### src/sv/teq_pkg.sv
// Shared types and codes for the timed event queue.
// No dependencies; every other file imports this package.
package teq_pkg;

	localparam int unsigned DEPTH_DEF = 16;
	localparam int unsigned TIME_W    = 32;
	localparam int unsigned PAY_W     = 16;
	localparam int unsigned FILL_W    = 5;

	typedef enum logic {
		CMD_INSERT = 1'b0,
		CMD_POP    = 1'b1
	} cmd_t;

	typedef enum logic [1:0] {
		ST_INSERTED = 2'd0,
		ST_FULL     = 2'd1,
		ST_POPPED   = 2'd2,
		ST_NONE_DUE = 2'd3
	} status_t;

	typedef struct packed {
		logic [TIME_W-1:0] tstamp;
		logic [PAY_W-1:0]  payload;
	} entry_t;

	// One command per cycle, while req.ready is high, reaches every cell; ins and pop never both high.
	typedef struct packed {
		logic ins;
		logic pop;
	} ctl_t;

endpackage

### src/sv/teq_req_if.sv
// Request channel of the timed event queue: valid/ready plus one command word.
// Depends on teq_pkg.
interface teq_req_if import teq_pkg::*; ();
	logic              valid;
	logic              ready;
	logic              cmd;
	logic [TIME_W-1:0] stamp;
	logic [PAY_W-1:0]  payload;

	modport source (output valid, cmd, stamp, payload, input ready);
	modport sink   (input valid, cmd, stamp, payload, output ready);
endinterface

### src/sv/teq_rsp_if.sv
// Response channel of the timed event queue: valid/ready plus one result word.
// Depends on teq_pkg.
interface teq_rsp_if import teq_pkg::*; ();
	logic              valid;
	logic              ready;
	logic [1:0]        status;
	logic [TIME_W-1:0] event_time;
	logic [PAY_W-1:0]  event_payload;
	logic [FILL_W-1:0] fill;

	modport source (output valid, status, event_time, event_payload, fill, input ready);
	modport sink   (input valid, status, event_time, event_payload, fill, output ready);
endinterface

### src/sv/timed_event_queue.sv
// Timed event queue: a row of DEPTH cells kept sorted by due time.
// A result is registered and appears in the cycle after its command is accepted.
// Throughput: one command per cycle unless a held result stalls req.ready; every
// cell compares its time with the stamp in parallel for insert and pop alike.
// Reset: asynchronous; all slots become empty, no result is pending.
module timed_event_queue import teq_pkg::*; #(
	parameter int unsigned DEPTH = DEPTH_DEF
) (
	input logic       clk,
	input logic       arst_n,
	teq_req_if.sink   req,
	teq_rsp_if.source rsp
);

	localparam int unsigned OCC_W = $clog2(DEPTH + 1);

	logic   [DEPTH-1:0] valid_w;
	logic   [DEPTH-1:0] keep_w;
	entry_t             ent_w [DEPTH];

	logic              req_acc;
	logic              full;
	ctl_t              ctl;
	entry_t            new_ent;
	logic [OCC_W-1:0]  occ_q;
	logic [OCC_W-1:0]  occ_d;
	status_t           status_d;
	entry_t            out_ent_d;

	logic              rsp_valid_q;
	status_t           status_q;
	entry_t            out_ent_q;
	logic [FILL_W-1:0] fill_q;

	assign req.ready = !rsp_valid_q || rsp.ready;
	assign req_acc   = req.valid && req.ready;
	assign full      = valid_w[DEPTH-1];

	assign new_ent.tstamp  = req.stamp;
	assign new_ent.payload = req.payload;

	assign ctl.ins = req_acc && (cmd_t'(req.cmd) == CMD_INSERT) && !full;
	assign ctl.pop = req_acc && (cmd_t'(req.cmd) == CMD_POP) && keep_w[0];

	for (genvar i = 0; i < DEPTH; i++) begin : g_cell
		logic   lv, lk, rv;
		entry_t le, re;
		if (i == 0) begin : g_head
			assign lv = 1'b1;
			assign lk = 1'b1;
			assign le = new_ent;
		end else begin : g_mid
			assign lv = valid_w[i-1];
			assign lk = keep_w[i-1];
			assign le = ent_w[i-1];
		end
		if (i == DEPTH - 1) begin : g_tail
			assign rv = 1'b0;
			assign re = ent_w[i];
		end else begin : g_body
			assign rv = valid_w[i+1];
			assign re = ent_w[i+1];
		end
		teq_cell u_cell (
			.clk         (clk),
			.arst_n      (arst_n),
			.ctl         (ctl),
			.new_ent     (new_ent),
			.left_valid  (lv),
			.left_keep   (lk),
			.left_ent    (le),
			.right_valid (rv),
			.right_ent   (re),
			.valid       (valid_w[i]),
			.keep        (keep_w[i]),
			.ent         (ent_w[i])
		);
	end

	always_comb begin
		occ_d     = occ_q;
		out_ent_d = '0;
		if (cmd_t'(req.cmd) == CMD_INSERT) begin
			status_d = full ? ST_FULL : ST_INSERTED;
			if (!full) occ_d = occ_q + OCC_W'(1);
		end else if (keep_w[0]) begin
			status_d  = ST_POPPED;
			out_ent_d = ent_w[0];
			occ_d     = occ_q - OCC_W'(1);
		end else begin
			status_d = ST_NONE_DUE;
		end
	end

	always_ff @(posedge clk or negedge arst_n) begin
		if (!arst_n) begin
			occ_q       <= '0;
			rsp_valid_q <= 1'b0;
		end else begin
			if (req_acc) begin
				occ_q       <= occ_d;
				rsp_valid_q <= 1'b1;
			end else if (rsp.ready) begin
				rsp_valid_q <= 1'b0;
			end
		end
	end

	always_ff @(posedge clk) begin
		if (req_acc) begin
			status_q  <= status_d;
			out_ent_q <= out_ent_d;
			fill_q    <= FILL_W'(occ_d);
		end
	end

	assign rsp.valid         = rsp_valid_q;
	assign rsp.status        = status_q;
	assign rsp.event_time    = out_ent_q.tstamp;
	assign rsp.event_payload = out_ent_q.payload;
	assign rsp.fill          = fill_q;

	a_occ_bound: assert property (@(posedge clk) disable iff (!arst_n)
		occ_q <= OCC_W'(DEPTH))
		else $error("occupancy above depth");

	a_valid_count: assert property (@(posedge clk) disable iff (!arst_n)
		$countones(valid_w) == 32'(occ_q))
		else $error("slot valid bits disagree with occupancy");

	a_full_reject: assert property (@(posedge clk) disable iff (!arst_n)
		(req_acc && cmd_t'(req.cmd) == CMD_INSERT && full)
		|=> (rsp.valid && status_q == ST_FULL && $stable(occ_q)))
		else $error("insert into full queue not rejected");

	a_empty_pop: assert property (@(posedge clk) disable iff (!arst_n)
		(req_acc && cmd_t'(req.cmd) == CMD_POP && !valid_w[0])
		|=> (status_q == ST_NONE_DUE && occ_q == '0))
		else $error("pop on empty queue returned an event");

endmodule

### src/sv/teq_cell.sv
// One slot of the sorted event row; trades entries with its two neighbors.
// Depends on teq_pkg.
module teq_cell import teq_pkg::*; (
	input  logic              clk,
	input  logic              arst_n,
	input  ctl_t              ctl,
	input  entry_t            new_ent,
	input  logic              left_valid,
	input  logic              left_keep,
	input  entry_t            left_ent,
	input  logic              right_valid,
	input  entry_t            right_ent,
	output logic              valid,
	output logic              keep,
	output entry_t            ent
);

	logic   valid_q;
	entry_t ent_q;
	logic   valid_d;
	entry_t ent_d;

	// keep: this slot is stored and not later than the stamp
	assign keep  = valid_q && (ent_q.tstamp <= new_ent.tstamp);
	assign valid = valid_q;
	assign ent   = ent_q;

	always_comb begin
		valid_d = valid_q;
		ent_d   = ent_q;
		if (ctl.ins) begin
			if (!keep) begin
				if (left_keep) begin
					valid_d = 1'b1;
					ent_d   = new_ent;
				end else begin
					// shift right behind the insertion point
					valid_d = left_valid;
					ent_d   = left_ent;
				end
			end
		end else if (ctl.pop) begin
			valid_d = right_valid;
			ent_d   = right_ent;
		end
	end

	always_ff @(posedge clk or negedge arst_n) begin
		if (!arst_n) begin
			valid_q <= 1'b0;
		end else begin
			valid_q <= valid_d;
		end
	end

	always_ff @(posedge clk) begin
		ent_q <= ent_d;
	end

endmodule

### src/flat_wrapper.sv
// flat-port wrapper written by rule: the top's interface ports become plain ports
module timed_event_queue_flat import teq_pkg::*;
#(
	parameter int unsigned DEPTH = DEPTH_DEF
)
  (clk, arst_n, req_valid, req_cmd, req_stamp, req_payload, req_ready, rsp_valid, rsp_status, rsp_event_time, rsp_event_payload, rsp_fill, rsp_ready);
  teq_req_if req_i ();
  teq_rsp_if rsp_i ();
  input logic clk;
  input logic arst_n;
  input wire logic [$bits(req_i.valid)-1:0] req_valid;
  input wire logic [$bits(req_i.cmd)-1:0] req_cmd;
  input wire logic [$bits(req_i.stamp)-1:0] req_stamp;
  input wire logic [$bits(req_i.payload)-1:0] req_payload;
  output wire logic [$bits(req_i.ready)-1:0] req_ready;
  output wire logic [$bits(rsp_i.valid)-1:0] rsp_valid;
  output wire logic [$bits(rsp_i.status)-1:0] rsp_status;
  output wire logic [$bits(rsp_i.event_time)-1:0] rsp_event_time;
  output wire logic [$bits(rsp_i.event_payload)-1:0] rsp_event_payload;
  output wire logic [$bits(rsp_i.fill)-1:0] rsp_fill;
  input wire logic [$bits(rsp_i.ready)-1:0] rsp_ready;
  assign req_i.valid = req_valid;
  assign req_i.cmd = req_cmd;
  assign req_i.stamp = req_stamp;
  assign req_i.payload = req_payload;
  assign req_ready = req_i.ready;
  assign rsp_valid = rsp_i.valid;
  assign rsp_status = rsp_i.status;
  assign rsp_event_time = rsp_i.event_time;
  assign rsp_event_payload = rsp_i.event_payload;
  assign rsp_fill = rsp_i.fill;
  assign rsp_i.ready = rsp_ready;
  timed_event_queue #(.DEPTH(DEPTH)) u_core (.clk(clk), .arst_n(arst_n), .req(req_i), .rsp(rsp_i));
endmodule
### config.mk
export PLATFORM = sky130hd
export DESIGN_NAME = timed_event_queue_flat
export DESIGN_NICKNAME = d
export VERILOG_FILES = /design/src/sv/teq_pkg.sv /design/src/sv/teq_req_if.sv /design/src/sv/teq_rsp_if.sv /design/src/sv/timed_event_queue.sv /design/src/sv/teq_cell.sv /design/src/flat_wrapper.sv
export SDC_FILE = /design/constraint.sdc
export NUM_CORES = 2
export LEC_CHECK = 0
export BUFFER_PORTS_ARGS = -buffer_cell sky130_fd_sc_hd__buf_4
export CAP_MARGIN = 10
export CELL_PAD_IN_SITES_DETAIL_PLACEMENT = 1
export CELL_PAD_IN_SITES_GLOBAL_PLACEMENT = 1
export CORE_ASPECT_RATIO = 1.25
export CORE_MARGIN = 2
export CORE_UTILIZATION = 51
export CTS_CLUSTER_DIAMETER = 120
export DETAILED_ROUTE_END_ITERATION = 10
export GPL_TIMING_DRIVEN = 0
export HOLD_SLACK_MARGIN = 0.1
export PLACE_DENSITY_LB_ADDON = 0.1
export SKIP_LAST_GASP = 1
export SYNTH_ARGS = -nofsm -noshare
export SYNTH_HDL_FRONTEND = slang
export SYNTH_SLANG_ARGS = --single-unit
### constraint.sdc
create_clock -name clk -period 7.4 [get_ports clk]
set_clock_uncertainty 0.15 [all_clocks]
set_input_delay 0.74 -clock clk [delete_from_list [all_inputs] [get_ports clk]]
set_output_delay 0.74 -clock clk [all_outputs]
set_load 0.05 [all_outputs]
==> summary.txt <==
Synth
  • Post-synth EDFFs: 823
  • Cells after Synth: 5098
  • Synth cell types: 60
  • Largest area contributor in the netlist: edfxtp_1
  • Asr flop ratio synth: 2.604%
  • Cell Area, Synth: 0.05184 sq mm
  • Syn_area_per_cell: 10.17 sq um
  • Net Count, Synth: 5633
  • Number of synthesized register bits: 845
  • Yosys top cell area share: 47.67%
  • Top FF cell, synth: edfxtp_1
  • Register area share after synthesis: 48.73%
  • Ys Warns: 0
  • Synth area leaders: edfxtp_1, ha_1, o211ai_1

CTS
  • CTS Sinks: 845
  • CTS tree: built
  • Clk pin slew, worst setup/hold paths: 0.06 ns
  • Post-CTS Setup Bufs: 0
  • Worst-Skew Late Latency: 0.71 ns
  • Inserted Clock Buffers: 92
  • H-tree Lvls: 3
  • Clock Path Buffers: 3
  • CTS root buffer: clkbuf_16

STA
  • FMAX: 0.1671 GHz
  • Max Slew Vio Count: 0
  • Setup WS post-layout: 1.417 ns
  • Slew margin rel.: 3.779%
  • Final hold violation count: 0
  • RSZ-0062 raised after global routing: false
  • Period utilization: 80.86%
  • Worst slew pin tran: 1.443 ns
  • Fin Hold WS: 0.1688 ns
  • Clock period minus worst slack: 5.983 ns
  • Number of setup violations in the final report: 0
  • Sum Neg Setup Slack: 0 ns

Layout
  • Layout area overhead: 11.24%
  • Most common cell after layout, fill and taps aside: nand2_1
  • Nets: 5858
  • Commonest non-fill, non-tap cells in the layout: nand2_1, edfxtp_1, ha_1, o211ai_1, nand3_1
  • Final Cell Area: 0.05767 sq mm
  • Share of layout cells above drive strength 1: 6.799%

Routing
  • Vias/cell: 6.817
  • Starting DRC count in detailed routing: 4700
  • Vias post-DR: 45830
  • DR WL/cell: 30.73 um
  • Antenna viol nets, final: 0
  • Pre-antenna DRT Iters: 8
  • WL final: 206500 um
  • DR DRC count: 0

Worst setup path
  • CP max FO: 33
  • Crit path from: req_stamp[31]
  • Crit Path Category: in -> reg
  • Reg-to-Reg Start: u_core.g_cell[0].u_cell.ent[47]$_DFFE_PP_
  • Arr. time, crit path: 6.22 ns
  • Worst path required time: 7.64 ns
  • Startpoint types: primary input
  • CP endpoint kind: register

Die
  • Initial Util: 51.49%
  • Site row count: 130
  • Ports: 110
  • DIE WIDTH: 289.2 um
  • Full die area: 0.1042 sq mm
  • Core area: 0.1007 sq mm
  • Die Y: 360.5 um

Place
  • HPWL after DPL: 165900 um
  • GP Congestion: 0.9838
  • Placed cell area: 0.05481 sq mm
  • Port Buffers: 109
  • Place WS: 0.7617 ns

Global route
  • First-pass GRT wire length: 301700 um
  • Largest net degree at the start of global routing: 47
  • GR Overflow Total: 0
  • Initial antenna violation count: 4
  • Total GRT Usage: 39.16%
  • Vias in the first global route: 47220

Status
  • Status: complete, no violations

Pwr
  • VDD IR max: 0.0002277 V
  • Leak Pwr: 0.02190 uW
  • P per Cell Area: 296.4 mW/mm^2
  • Pwr Total: 17090 uW

Flow run
  • Max_cap viols: 0

Hold path
  • Hold Crit Class: in -> reg
  • Min-delay src: req_cmd
-- sequential cells by signal (all words and copies together), names as in the netlist --
register and cells:
u_core.rsp.valid 1, u_core.rsp.event_time 32, u_core.rsp.fill 5, u_core.occ_q 5, u_core.g_cell.u_cell.valid 16, u_core.rsp.status 2
u_core.g_cell.u_cell.ent 768, u_core.rsp.event_payload 16
-- per-stage QoR --
step | util (%) | cells
after detailed placement | 54.44 | 6547
after floorplan | - | 5098
after global placement | 53.94 | 6527
after CTS | 57.27 | 6718
final | 57.28 | 6722
after global routing | 57.27 | 6718
-- timing repair --
item,CTS,global route
endpoints found under the hold margin,23,0
resized for setup,0,0
hold buffers,2,0
-- synthesized netlist by cell type, types with 7 or more instances --
| library cell | count |
|---|---|
| nand2_1 | 872 |
| edfxtp_1 | 823 |
| ha_1 | 482 |
| o211ai_1 | 440 |
| nand3_1 | 358 |
| clkbuf_1 | 313 |
| o21ai_0 | 235 |
| a21oi_1 | 231 |
| nand4_1 | 203 |
| nor2_1 | 161 |
| a221o_1 | 149 |
| nor3_1 | 122 |
| and3_1 | 99 |
| inv_1 | 90 |
| a31oi_1 | 62 |
| a21o_1 | 59 |
| mux2_2 | 48 |
| o31ai_1 | 36 |
| buf_1 | 33 |
| buf_2 | 29 |
| nor2b_1 | 23 |
| dfrtp_1 | 22 |
| a22oi_1 | 19 |
| and4_1 | 18 |
| nor4_1 | 17 |
| o211a_1 | 14 |
| o221ai_1 | 12 |
| a2111oi_0 | 11 |
| and2_1 | 10 |
| o21a_1 | 10 |
| a211oi_1 | 8 |
| o22ai_1 | 8 |
| xnor2_1 | 7 |
-- critical path, cell delays in order --
cell and delay [ns]:
buf_4 0.16, inv_1 0.76, ha_1 0.30, nand4_1 0.20, nor4_1 0.79, nor4b_1 0.89
a41o_1 0.26, nand3_1 0.54, clkbuf_1 0.64, nand2_2 0.57, buf_12 0.28
-- kinds of logic after synthesis --
| kind of cell | Yosys count | synth area share [%] |
|---|---|---|
| flip-flops | 845 | 48.73 |
| multiplexers | 48 | 1.043 |
| buffers and inverters | 480 | 3.671 |
| AO/OA/AOI/OAI | 1328 | 17.75 |
| XOR/XNOR | 7 | 0.1183 |
| AND/OR/NAND/NOR | 1908 | 17.06 |
| adder cells (fa/ha/maj) | 482 | 11.63 |
-- worst paths after layout --
path | endpoint | slack [ns] | depth (start not counted)
max | u_core.g_cell[13].u_cell.ent[12]$_DFFE_PP_ | 1.42 | 11
min | u_core.rsp.status[1]$_DFFE_PP_ | 0.17 | 1
max reg2reg | u_core.g_cell[13].u_cell.ent[12]$_DFFE_PP_ | 1.90 | 9
min reg2reg | u_core.occ_q[4]$_DFFE_PN0P_ | 0.39 | 1
max in group asynchronous | u_core.g_cell[11].u_cell.valid$_DFFE_PN0P_ | 6.47 | 2
min in group asynchronous | u_core.occ_q[2]$_DFFE_PN0P_ | 0.34 | 2
-- routing by layer --
layer  track usage, %  up-vias  part of all wire (%)
li1                 -    20280                     -
met1            48.93    22860                    39
met4            23.87        2                   6.8
met3            5.512      514                   7.3
met5                0        -                0.0058
met2            64.06     2167                    47
-- cell type report --
cell class | instances | area, sq um
fillers | 11050 | 43010
flip-flops and latches | 845 | 25260
multi-input cells | 3773 | 24760
clock buffers | 123 | 2480
well taps | 1320 | 1652
plain buffers | 389 | 1565
repair buffers | 131 | 1246
clock inverters | 46 | 352.8
inverters | 91 | 341.6
diodes | 4 | 10.01
-- where the power goes --
part	total, uW	switching, uW	internal, uW
registers	6970	633	6340
clock network	4570	2100	2470
logic	5550	3900	1650
Power figures use the tool's default switching activity.
